### config.mk
export PLATFORM = sky130hd
export DESIGN_NAME = numeric_literal_classifier
export DESIGN_NICKNAME = d
export VERILOG_FILES = /design/src/design/nlc_pkg.sv /design/src/design/numeric_literal_classifier.sv /design/src/design/nlc_scan.sv
export SDC_FILE = /design/constraint.sdc
export NUM_CORES = 1
export LEC_CHECK = 0
export CORE_ASPECT_RATIO = 0.8
export CORE_UTILIZATION = 33
export DETAILED_ROUTE_END_ITERATION = 12
export DONT_BUFFER_PORTS = 1
export GPL_TIMING_DRIVEN = 0
export MAX_ROUTING_LAYER = met4
export PLACE_DENSITY = 0.45
export SLEW_MARGIN = 25
export SYNTH_ARGS = -nofsm -noshare
export SYNTH_HDL_FRONTEND = slang
export SYNTH_SLANG_ARGS = --single-unit
### constraint.sdc
create_clock -name i_clk -period 5.35 [get_ports i_clk]
set_input_delay 0.535 -clock i_clk [delete_from_list [all_inputs] [get_ports i_clk]]
set_output_delay 0.535 -clock i_clk [all_outputs]
set_load 0.05 [all_outputs]
### src/design/nlc_pkg.sv
// Shared types, character codes and limits of the numeric literal classifier.
`default_nettype none

package nlc_pkg;

    localparam int MAX_SIG_DIGITS = 8;
    localparam int CNT_W          = 5;
    localparam logic [CNT_W-1:0] CNT_MAX = '1;

    localparam logic [7:0] CH_NUL  = 8'h00;
    localparam logic [7:0] CH_PLUS = 8'h2b;
    localparam logic [7:0] CH_MIN  = 8'h2d;
    localparam logic [7:0] CH_DOT  = 8'h2e;
    localparam logic [7:0] CH_0    = 8'h30;
    localparam logic [7:0] CH_1    = 8'h31;
    localparam logic [7:0] CH_7    = 8'h37;
    localparam logic [7:0] CH_9    = 8'h39;
    localparam logic [7:0] CH_A    = 8'h61;
    localparam logic [7:0] CH_E    = 8'h65;
    localparam logic [7:0] CH_F    = 8'h66;
    localparam logic [7:0] CH_X    = 8'h78;

    // Result flags; hex_ok sits in the lowest bit when packed.
    typedef struct packed {
        logic float_ok;
        logic dec_ok;
        logic oct_ok;
        logic hex_ok;
    } t_flags;

    typedef struct packed {
        logic [1:0]       pos;
        logic             hex_alive;
        logic             oct_alive;
        logic             dec_alive;
        logic             dec_digit;
        logic             f_rejected;
        logic             f_stopped;
        logic             seen_dot;
        logic             seen_exp;
        logic             seen_digit;
        logic             sign_skip;
        logic [CNT_W-1:0] sig_cnt;
        logic [CNT_W-1:0] pend_zeros;
    } t_scan_state;

    localparam t_scan_state SCAN_IDLE = '{
        pos: 2'd0, hex_alive: 1'b1, oct_alive: 1'b1, dec_alive: 1'b1,
        dec_digit: 1'b0, f_rejected: 1'b0, f_stopped: 1'b0, seen_dot: 1'b0,
        seen_exp: 1'b0, seen_digit: 1'b0, sign_skip: 1'b0,
        sig_cnt: '0, pend_zeros: '0
    };

    function automatic logic [CNT_W-1:0] sat_add(input logic [CNT_W-1:0] a,
                                                   input logic [CNT_W-1:0] b,
                                                   input logic             inc);
        logic [CNT_W:0] sum;
        sum = {1'b0, a} + {1'b0, b} + {{CNT_W{1'b0}}, inc};
        return sum[CNT_W] ? CNT_MAX : sum[CNT_W-1:0];
    endfunction

endpackage

`default_nettype wire

### src/design/numeric_literal_classifier.sv
// Numeric literal classifier top level: stream handshakes and result register.
//
// The block reads a word one character per item on the slave channel
// (i_s_tvalid / o_s_tready / i_s_tdata). A zero byte ends the word and the
// next character starts a new one. For each ending zero byte one item leaves
// on the master channel (o_m_tvalid / i_m_tready / o_m_tdata) carrying four
// flags: hex, octal, decimal integer and floating-point literal. Other
// characters produce no result.
// Throughput is one character per cycle: the word state is updated by a
// short block of logic in the cycle the character is accepted. The result
// appears in the cycle after its zero byte is accepted, from the result register.
// A waiting result does not stop input as long as the receiver takes it in
// the same cycle; if the receiver stalls with a result held, o_s_tready
// drops until that result is taken, so nothing is lost.
// A synchronous reset (i_rst_n low) clears the result valid flag and puts the
// scanner at the start of a new word.
`default_nettype none

module numeric_literal_classifier
    import nlc_pkg::*;
(
    input  wire logic       i_clk,
    input  wire logic       i_rst_n,
    input  wire logic       i_s_tvalid,
    output logic            o_s_tready,
    input  wire logic [7:0] i_s_tdata,   // [7:0] ch
    output logic            o_m_tvalid,
    input  wire logic       i_m_tready,
    output logic [7:0]      o_m_tdata    // [0] hex_ok, [1] oct_ok, [2] dec_ok,
                                         // [3] float_ok, [7:4] zero
);

    t_flags flags;
    t_flags r_flags;
    logic   word_end;
    logic   accept;
    logic   r_out_valid;
    logic   n_out_valid;

    assign o_s_tready = !r_out_valid || i_m_tready;
    assign accept     = i_s_tvalid && o_s_tready;

    nlc_scan u_scan (
        .i_clk      (i_clk),
        .i_rst_n    (i_rst_n),
        .i_accept   (accept),
        .i_ch       (i_s_tdata),
        .o_flags    (flags),
        .o_word_end (word_end)
    );

    always_comb begin
        if (word_end) begin
            n_out_valid = 1'b1;
        end else if (i_m_tready) begin
            n_out_valid = 1'b0;
        end else begin
            n_out_valid = r_out_valid;
        end
    end

    always_ff @(posedge i_clk) begin
        if (!i_rst_n) begin
            r_out_valid <= 1'b0;
        end else begin
            r_out_valid <= n_out_valid;
        end
    end

    always_ff @(posedge i_clk) begin
        if (word_end) begin
            r_flags <= flags;
        end
    end

    assign o_m_tvalid = r_out_valid;
    assign o_m_tdata  = {4'b0000, r_flags};

    // A new result only follows an accepted zero byte.
    a_result_from_word_end: assert property (@(posedge i_clk) disable iff (!i_rst_n)
        (o_m_tvalid && !$past(o_m_tvalid)) |-> $past(accept && (i_s_tdata == CH_NUL)))
        else $error("result appeared without an ending zero byte");

    // A result that is still held never allows input.
    a_no_input_on_stall: assert property (@(posedge i_clk) disable iff (!i_rst_n)
        (o_m_tvalid && !i_m_tready) |-> !o_s_tready)
        else $error("input accepted while a result is stalled");

    // An octal literal is always a decimal integer too.
    a_oct_is_dec: assert property (@(posedge i_clk) disable iff (!i_rst_n)
        o_m_tvalid |-> (!o_m_tdata[1] || o_m_tdata[2]))
        else $error("octal word not flagged as decimal");

    // A float literal can never also be an integer literal.
    a_float_excl: assert property (@(posedge i_clk) disable iff (!i_rst_n)
        (o_m_tvalid && o_m_tdata[3]) |-> (o_m_tdata[2:0] == 3'b000))
        else $error("float flag together with an integer flag");

endmodule

`default_nettype wire

### src/design/nlc_scan.sv
// Per-character word scanner: holds the word state and forms the result flags.
`default_nettype none

module nlc_scan
    import nlc_pkg::*;
(
    input  wire logic       i_clk,
    input  wire logic       i_rst_n,
    input  wire logic       i_accept,
    input  wire logic [7:0] i_ch,
    output t_flags          o_flags,
    output logic            o_word_end
);

    t_scan_state r_st;
    t_scan_state n_st;
    t_scan_state n_adv;
    t_flags      flags;

    logic first;
    logic is_sign;
    logic is_digit;
    logic hex_ok_ch;
    logic done;
    logic upd;

    assign first    = (r_st.pos == 2'd0);
    assign is_sign  = (i_ch == CH_PLUS) || (i_ch == CH_MIN);
    assign is_digit = (i_ch >= CH_0) && (i_ch <= CH_9);

    always_comb begin
        flags.hex_ok = r_st.hex_alive && (r_st.pos == 2'd2);
        flags.oct_ok = r_st.oct_alive && (r_st.pos != 2'd0);
        flags.dec_ok = r_st.dec_alive && r_st.dec_digit;
        flags.float_ok = !r_st.f_rejected
            && !((r_st.sig_cnt == '0) && !r_st.seen_digit)
            && !(r_st.seen_exp && !r_st.seen_digit)
            && (r_st.seen_exp || r_st.seen_dot)
            && !((r_st.sig_cnt > CNT_W'(MAX_SIG_DIGITS)) && !r_st.seen_exp);
    end

    always_comb begin
        n_adv = r_st;
        done  = 1'b0;
        upd   = 1'b0;

        case (r_st.pos)
            2'd0:    hex_ok_ch = (i_ch == CH_0);
            2'd1:    hex_ok_ch = (i_ch == CH_X);
            default: hex_ok_ch = is_digit || ((i_ch >= CH_A) && (i_ch <= CH_F));
        endcase
        if (!hex_ok_ch) begin
            n_adv.hex_alive = 1'b0;
        end

        if ((i_ch < CH_0) || (i_ch > CH_7) || (first && (i_ch != CH_0))) begin
            n_adv.oct_alive = 1'b0;
        end

        if (!(first && is_sign)) begin
            if (is_digit) begin
                n_adv.dec_digit = 1'b1;
            end else begin
                n_adv.dec_alive = 1'b0;
            end
        end

        // Float check; once rejected or at the digit limit it ignores the word.
        if (!r_st.f_rejected && !r_st.f_stopped) begin
            if (r_st.sign_skip) begin
                n_adv.sign_skip = 1'b0;
                done = is_sign;
            end
            if (!done && first && is_sign) begin
                done = 1'b1;
            end
            if (!done) begin
                if (i_ch == CH_DOT) begin
                    if (r_st.seen_dot || r_st.seen_exp) begin
                        n_adv.f_rejected = 1'b1;
                    end else begin
                        n_adv.seen_dot   = 1'b1;
                        n_adv.sig_cnt    = sat_add(r_st.sig_cnt, r_st.pend_zeros, 1'b0);
                        n_adv.pend_zeros = '0;
                        upd = 1'b1;
                    end
                end else if (i_ch == CH_E) begin
                    if (r_st.seen_exp || !r_st.seen_digit) begin
                        n_adv.f_rejected = 1'b1;
                    end else begin
                        n_adv.sign_skip  = 1'b1;
                        n_adv.seen_digit = 1'b0;
                        n_adv.seen_exp   = 1'b1;
                        n_adv.sig_cnt    = '0;
                        n_adv.pend_zeros = '0;
                        upd = 1'b1;
                    end
                end else if (i_ch == CH_0) begin
                    n_adv.seen_digit = 1'b1;
                    if (r_st.sig_cnt != '0) begin
                        n_adv.pend_zeros = sat_add(r_st.pend_zeros, '0, 1'b1);
                    end
                    upd = 1'b1;
                end else if ((i_ch >= CH_1) && (i_ch <= CH_9)) begin
                    n_adv.seen_digit = 1'b1;
                    n_adv.sig_cnt    = sat_add(r_st.sig_cnt, r_st.pend_zeros, 1'b1);
                    n_adv.pend_zeros = '0;
                    upd = 1'b1;
                end else begin
                    n_adv.f_rejected = 1'b1;
                end
                if (upd && (n_adv.sig_cnt >= CNT_W'(MAX_SIG_DIGITS))) begin
                    n_adv.f_stopped = 1'b1;
                end
            end
        end

        if (r_st.pos != 2'd2) begin
            n_adv.pos = r_st.pos + 2'd1;
        end
    end

    always_comb begin
        if (!i_accept) begin
            n_st = r_st;
        end else if (i_ch == CH_NUL) begin
            n_st = SCAN_IDLE;
        end else begin
            n_st = n_adv;
        end
    end

    always_ff @(posedge i_clk) begin
        if (!i_rst_n) begin
            r_st <= SCAN_IDLE;
        end else begin
            r_st <= n_st;
        end
    end

    assign o_flags    = flags;
    assign o_word_end = i_accept && (i_ch == CH_NUL);

endmodule

`default_nettype wire
==> metrics, run 1 <==
outcome=complete, no violations; Hold Fails Final Rpt=0; Setup WS pre-CTS=2.40 ns; WHS Path Cells=1; Top cell by count, worst path=nor4_1; Worst Path Max Fanout=5; iteration-0 DRC count of the detailed router=111; R2R cell count=9; Post-DP Area=2230 um^2; WHS Endpoint=u_scan.r_st[3]; core area=roughly 6000 um^2; r2r endpoint=u_scan.r_st[14]; Syn Area/Cell=between 8 and 9 um^2; Reg2Reg Launch Point=u_scan.r_st[5]; cts repair resizes=0; RSZ-0062 raised after global routing=no; Slew Viols, Final=0; CP bufs+invs=0; VDD IR max=just under 0.08 mV; post-route cell area=2280 um^2; share of post-route cells with drive strength above 1=0.107; HPWL after DPL=4410 um; CTS tree=yes; most frequent cells in the layout=nor2_1, dfxtp_1, a21oi_1, nand2_1; area leader, netlist=dfxtp_1; nets@finish=around 290; clk sink count=27; die span in y=~74 um; clock slew at reported path FFs=0.10 ns; min-delay worst type=input port to flop; Tightest Pin Transition=0.692 ns; post-synth top area share=0.218; hold buffers post-CTS=0; flop2flop setup slack=2.33 ns; Crit-path slowest cell=o311ai_0; #FFs+latches synth=27; commonest register cell after synthesis=dfxtp_1; clock share of power=0.312; routed wire length=between 5000 and 6000 um; Flop pwr share=0.536; first-pass GRT wire length=9200 um; Worst slew margin=0.532; asr flop ratio synth=0; count of buffers from port buffering=0; clock latency on the worst-skew pair=0.28 ns; Max Clock Freq=331 MHz; most common cell after layout, fill and taps aside=nor2_1; Routed met3 length=~320 um; Worst Setup End Kind=flop; Final ANT Viol Nets=0; PwrDens=176 nW/um^2; Synth area leaders=dfxtp_1, ha_1, edfxtp_1; Area growth syn-to-layout=7.63%; Placed Instances=338; kind of launch point of the worst setup path=flop; number of flops mapped to enable cells by yosys=4; Pwr Total=0.000400 W; Avg WL per Cell=between 15 and 20 um; Worst EP required=approximately 5.6 ns; Die W=91.5 um; vias in the first global route=1746; final non-filler cell total=342; leakage dissipation=0.874 nW; type of the worst setup path=flop to flop; drt first pass iters=5; top sig layer=met4; Post-Route Skew=0.00377 ns; cell-internal power=~0.00029 W; CTS Buffer Depth=2; Final Cycle Share=0.565; Sw Share=0.283; pin count of the biggest net entering global routing=17; Overflow after GRT=0; number of placement rows=25; hold path startpoint=i_rst_n; CP cell instances=ha_1 -> fa_1 -> xor2_1 -> nand3_1 -> mux2_2 -> nor4_1 -> o311ai_0 -> nor4_1 -> nor3_1; P_sw=between 0.0001 and 0.00015 W; Syn Inst Count=254; Comb power frac=0.153; Vias=1918; sequential fraction of the synthesis area=0.275; Ys Warns=0; vias per inst=5.61; # diodes=0; Yosys cell types=68; total track usage=0.182; Setup TNS=0 ns; initial antenna violation count=0; CTS Root Cell=clkbuf_8; DRC violations left=0; worst setup margin=around 2.3 ns; crit path DAT=approximately 3.2 ns; final critical-path required period=a little over 3 ns; synthesized area=between 2000 and 2500 um^2; H-tree lvl count=1; setup violators final=0; Setup Buffers After CTS=0; Initial Util=0.350; die area=6730 um^2; delay of the slowest critical-path stage=0.64 ns; Num CTS Buffers=3; met2 wire len=about 2200 um; GPL Wtd Cong=between 0.8 and 0.9; num ports=22; Max-Cap Viols=0; Met1 Routed Length=roughly 3100 um; cell family with the largest share of critical-path delay=adder cells
-- how the worst max path moves through the flow --
stage | from | to | slack [ns] | cells past startpoint
global placement | u_scan.r_st[5] | u_scan.r_st[14] | 2.38 | 9
CTS | u_scan.r_st[5] | u_scan.r_st[14] | 2.39 | 9
global route | u_scan.r_st[0] | u_scan.r_st[14] | 2.02 | 9
detailed placement | u_scan.r_st[5] | u_scan.r_st[14] | 2.40 | 9
finish | u_scan.r_st[5] | u_scan.r_st[14] | 2.33 | 9
floorplan | u_scan.r_st[0] | u_scan.r_st[14] | 2.80 | 9
-- cells in the mapped netlist (all sizes together) (3+ instances only) --
library cell  instances
nor3                 10
edfxtp                4
a31oi                 6
buf                   7
dfxtp                23
inv                  10
nor2b                 9
mux2i                 5
o21ai                10
a21oi                20
a21boi                3
and3                  5
and3b                 3
clkbuf                4
xnor2                 4
nand4                 4
nand3                 4
or4                   4
nand2                17
and2                  5
o31a                  4
nor2                 28
a22oi                 3
nor4                  4
a21o                  5
ha                   10
-- logic make-up after synthesis --
logic type | after synthesis | share of synthesized area
compound gates | 73 | 0.244
xor+xnor | 6 | 0.0249
fa+ha+maj | 11 | 0.0686
buf+inv | 21 | 0.0533
flops | 27 | 0.275
mux | 6 | 0.0290
other cells | 1 | 0.00177
simple gates | 109 | 0.304
-- layer usage --
metal | vias to the layer above | global-route usage
met5 | - | -
met4 | 0 | 0.0282
met3 | 2 | 0.0311
met2 | 53 | 0.237
met1 | 902 | 0.286
li1 | 961 | -
-- per-stage QoR --
| step | utilization | hold WS, ns |
|---|---|---|
| floorplan | - | 0.418 |
| global route | 0.377 | 0.393 |
| global placement | 0.369 | 0.433 |
| detailed placement | 0.369 | 0.446 |
| CTS | 0.377 | 0.395 |
| finish | 0.377 | 0.402 |
-- power by group through the flow --
stage                     clock, W  combinational, W  sequential [W]
after detailed placement         0         0.0000605        0.000219
after global routing      0.000137         0.0000681        0.000215
after CTS                 0.000131         0.0000609        0.000214
after floorplan                  0         0.0000488        0.000218
final                     0.000125         0.0000611        0.000214
after global placement           0         0.0000606        0.000219
-- registers in the layout (all words and copies together) (netlist names) --
signal	count
o_m_tdata	4
o_m_tvalid	1
u_scan.r_st	22
-- cell type report --
type	count	area, um^2
Clock buffer	3	41.3
Tap cell	81	101
Fill cell	644	3760
Inverter	10	37.5
Buffer	11	75.1
Multi-Input combinational cell	209	1430
Clock inverter	1	7.51
Sequential cell	27	581
(Power assumes the default switching activity.)
==> inputs of run 2 (changes only) <==
--- a/config.mk
+++ b/config.mk
@@ -5,13 +5,14 @@
 export SDC_FILE = /design/constraint.sdc
 export NUM_CORES = 1
 export LEC_CHECK = 0
+export ABC_AREA = 1
 export CORE_ASPECT_RATIO = 0.8
 export CORE_UTILIZATION = 33
 export DETAILED_ROUTE_END_ITERATION = 12
 export DONT_BUFFER_PORTS = 1
 export GPL_TIMING_DRIVEN = 0
 export MAX_ROUTING_LAYER = met4
-export PLACE_DENSITY = 0.45
+export PLACE_DENSITY = 0.46
 export SLEW_MARGIN = 25
 export SYNTH_ARGS = -nofsm -noshare
 export SYNTH_HDL_FRONTEND = slang
==> constraint.sdc (replaced) <==
create_clock -name i_clk -period 2.7 [get_ports i_clk]
set_input_delay 0.27 -clock i_clk [delete_from_list [all_inputs] [get_ports i_clk]]
set_output_delay 0.27 -clock i_clk [all_outputs]
set_load 0.05 [all_outputs]
==> metrics, run 2 <==
outcome=complete, no violations; asr flop ratio synth=0 (unchanged); CP bufs+invs=1 (+1); clk sink count=27 (unchanged); Die W=93.3 um (+2.0%); Worst slew margin=0.509 (-0.0234); setup violators final=0 (unchanged); final non-filler cell total=420 (+23%); number of flops mapped to enable cells by yosys=4 (unchanged); Largest Register=u_scan.r_st; Worst Path Max Fanout=7 (+2); PwrDens=345 nW/um^2 (+96%); Setup TNS=0 ns (unchanged); Final Util=0.369 (-0.00800); num ports=22 (unchanged); flop2flop setup slack=0.26 ns (-2.07 ns); final critical-path required period=2.44 ns (-0.577 ns); Final Cycle Share=0.905 (+0.340); Yosys cell types=43 (-37%); Post-DP Area=2320 um^2 (+4.0%); Final ANT Viol Nets=0 (unchanged); drt first pass iters=4 (-1); vias per inst=4.95 (-12%); dominant cell by count in the synthesized netlist=nand2_1; CP cell instances=nand2_1 -> nand2_1 -> nor2_1 -> nor2_1 -> inv_2 -> o32ai_1; leakage dissipation=1.13 nW (+29%); Initial Util=0.343 (-0.00703); initial antenna violation count=0 (unchanged); die area=7000 um^2 (+3.9%); RSZ-0062 raised after global routing=no; pin count of the biggest net entering global routing=17 (unchanged); Flop pwr share=0.526 (-0.010); share of post-route cells with drive strength above 1=0.155 (+0.0475); P_sw=0.000245 W (+120%); min-delay worst type=input port to flop; post-route cell area=2360 um^2 (+3.9%); Vias=2078 (+8.3%); Max Clock Freq=409 MHz (+24%); Fillers=705 (+9.5%); sequential fraction of the synthesis area=0.264 (-0.0106); most frequent cells in the layout=nand2_1, nor2_1, inv_1, nand3_1, dfxtp_1; Num CTS Buffers=3 (unchanged); number of placement rows=26 (+4.0%); area leader, netlist=dfxtp_1; CTS tree=yes; core area=6410 um^2 (+6.2%); Overflow after GRT=0 (unchanged); most common cell after layout, fill and taps aside=nand2_1; most common library cells after synthesis=nand2_1, nor2_1, inv_1; Sw Share=0.300 (+0.0178); iteration-0 DRC count of the detailed router=103 (-7.2%); die span in y=75.0 um (+1.9%); Area growth syn-to-layout=7.51%; vias in the first global route=1725 (-1.2%); Crit-path slowest cell=dfxtp_1; Worst EP required=2.90 ns (-2.65 ns); Avg WL per Cell=13.5 um (-19%); Setup Buffers After CTS=0 (unchanged); count of buffers from port buffering=0 (unchanged); Synth area leaders=dfxtp_1, nand2_1, nor2_1; Post-Route Skew=0.00523 ns (+0.00145 ns); CTS Buffer Depth=2 (unchanged); first-pass GRT wire length=9030 um (-1.9%); Placed Instances=416 (+23%); Slew Viols, Final=0 (unchanged); clock slew at reported path FFs=0.10 ns (about the same); post-synth top area share=0.209 (-0.00842); Hold Fails Final Rpt=0 (unchanged); Worst Setup End Kind=flop; Max-Cap Viols=0 (unchanged); kind of launch point of the worst setup path=flop; Tightest Pin Transition=0.718 ns (+0.0262 ns); H-tree lvl count=1 (unchanged); HPWL after DPL=4650 um (+5.6%); clock share of power=0.300 (-0.012); Syn Area/Cell=6.69 um^2 (-20%); VDD IR max=0.153 mV (+98%); Ys Warns=0 (unchanged); nets@finish=360 (+26%); CTS Root Cell=clkbuf_8; DRC violations left=0 (unchanged); total track usage=0.175 (-0.00689); hold_ws=0.0967 ns (-0.306 ns); # diodes=0 (unchanged); commonest register cell after synthesis=dfxtp_1; clock latency on the worst-skew pair=0.28 ns (about the same); Comb power frac=0.174 (+0.021); max FFs per register=22 (unchanged); crit path DAT=2.64 ns (-0.59 ns); hold buffers post-CTS=0 (unchanged); cts repair resizes=0 (unchanged); synthesized area=2200 um^2 (+4.0%); Syn Inst Count=329 (+30%); routed wire length=5660 um (unchanged); type of the worst setup path=flop to flop; cell-internal power=0.000571 W (+99%); cell family with the largest share of critical-path delay=simple AND/OR/NAND/NOR gates; #FFs+latches synth=27 (unchanged); delay of the slowest critical-path stage=0.64 ns (about the same); GPL Wtd Cong=0.786 (-5.5%)
[run 2: cell types whose count changed in the layout (fill, tap and decap cells not counted), moves of 6 or more]
cell,before,now
nand2_1,15,66
inv_1,9,43
inv_2,1,12
nor2b_1,9,0
nor3_1,10,2
nor2_1,27,44
o21ai_1,0,7
nand2_2,1,7
nand3_1,4,23
[run 2: power groups by stage]
stage | registers [W] | logic (W) | clock network [W]
5_1_grt | 0.000431 | 0.000158 | 0.000267
4_1_cts | 0.000429 | 0.000142 | 0.000257
2_1_floorplan | 0.000436 | 0.000116 | 0
6_report | 0.000429 | 0.000142 | 0.000245
3_3_place_gp | 0.000438 | 0.000142 | 0
3_5_place_dp | 0.000438 | 0.000141 | 0
[run 2: through the flow]
stage                     setup slack [ns]  power, W
after floorplan                      0.579  0.000552
after global placement               0.279  0.000581
after detailed placement             0.288  0.000579
after CTS                            0.252  0.000828
after global routing                0.0619  0.000855
final                                0.257  0.000816
[run 2: final timing paths]
kind,start,endpoint,cells past startpoint
min reg2reg,u_scan.r_st[16],u_scan.r_st[16],2
max,o_m_tvalid,u_scan.r_st[21],6
max reg2reg,o_m_tvalid,u_scan.r_st[21],6
min,i_rst_n,u_scan.r_st[11],2
[run 2: worst reg2reg max path, cell delays in order, from the launching register on]
cell     delay [ns]
dfxtp_1        0.64
nand2_1        0.47
nand2_1        0.38
nor2_1         0.20
nor2_1         0.28
inv_2          0.15
o32ai_1        0.23
[run 2: cells by family after synthesis]
logic type | after synthesis | synth area share
adders and majority gates | 11 | 0.0660
DFF | 27 | 0.264
xor gates and xnor gates | 2 | 0.00797
AOI/OAI and AO/OA | 61 | 0.177
buffers and inverters | 61 | 0.113
and+or+nand+nor | 166 | 0.370
other | 1 | 0.00170
[run 2: layout make-up]
cell class                      instances  area, um^2  share of cell area
Sequential cell                        27         581               0.246
Clock inverter                          1        7.51             0.00317
Inverter                               57         219              0.0926
Buffer                                  4        30.0              0.0127
Clock buffer                            3        41.3              0.0175
Multi-Input combinational cell        244        1380               0.584
Tap cell                               84         105              0.0444
[run 2: metal layers]
metal  part of all wire  vias to the layer above  GRT usage
met2               0.38                       44      0.227
li1                   -                     1091          -
met5                  0                        -          -
met4             0.0078                        0     0.0410
met1               0.57                      938      0.272
met3              0.048                        5     0.0303
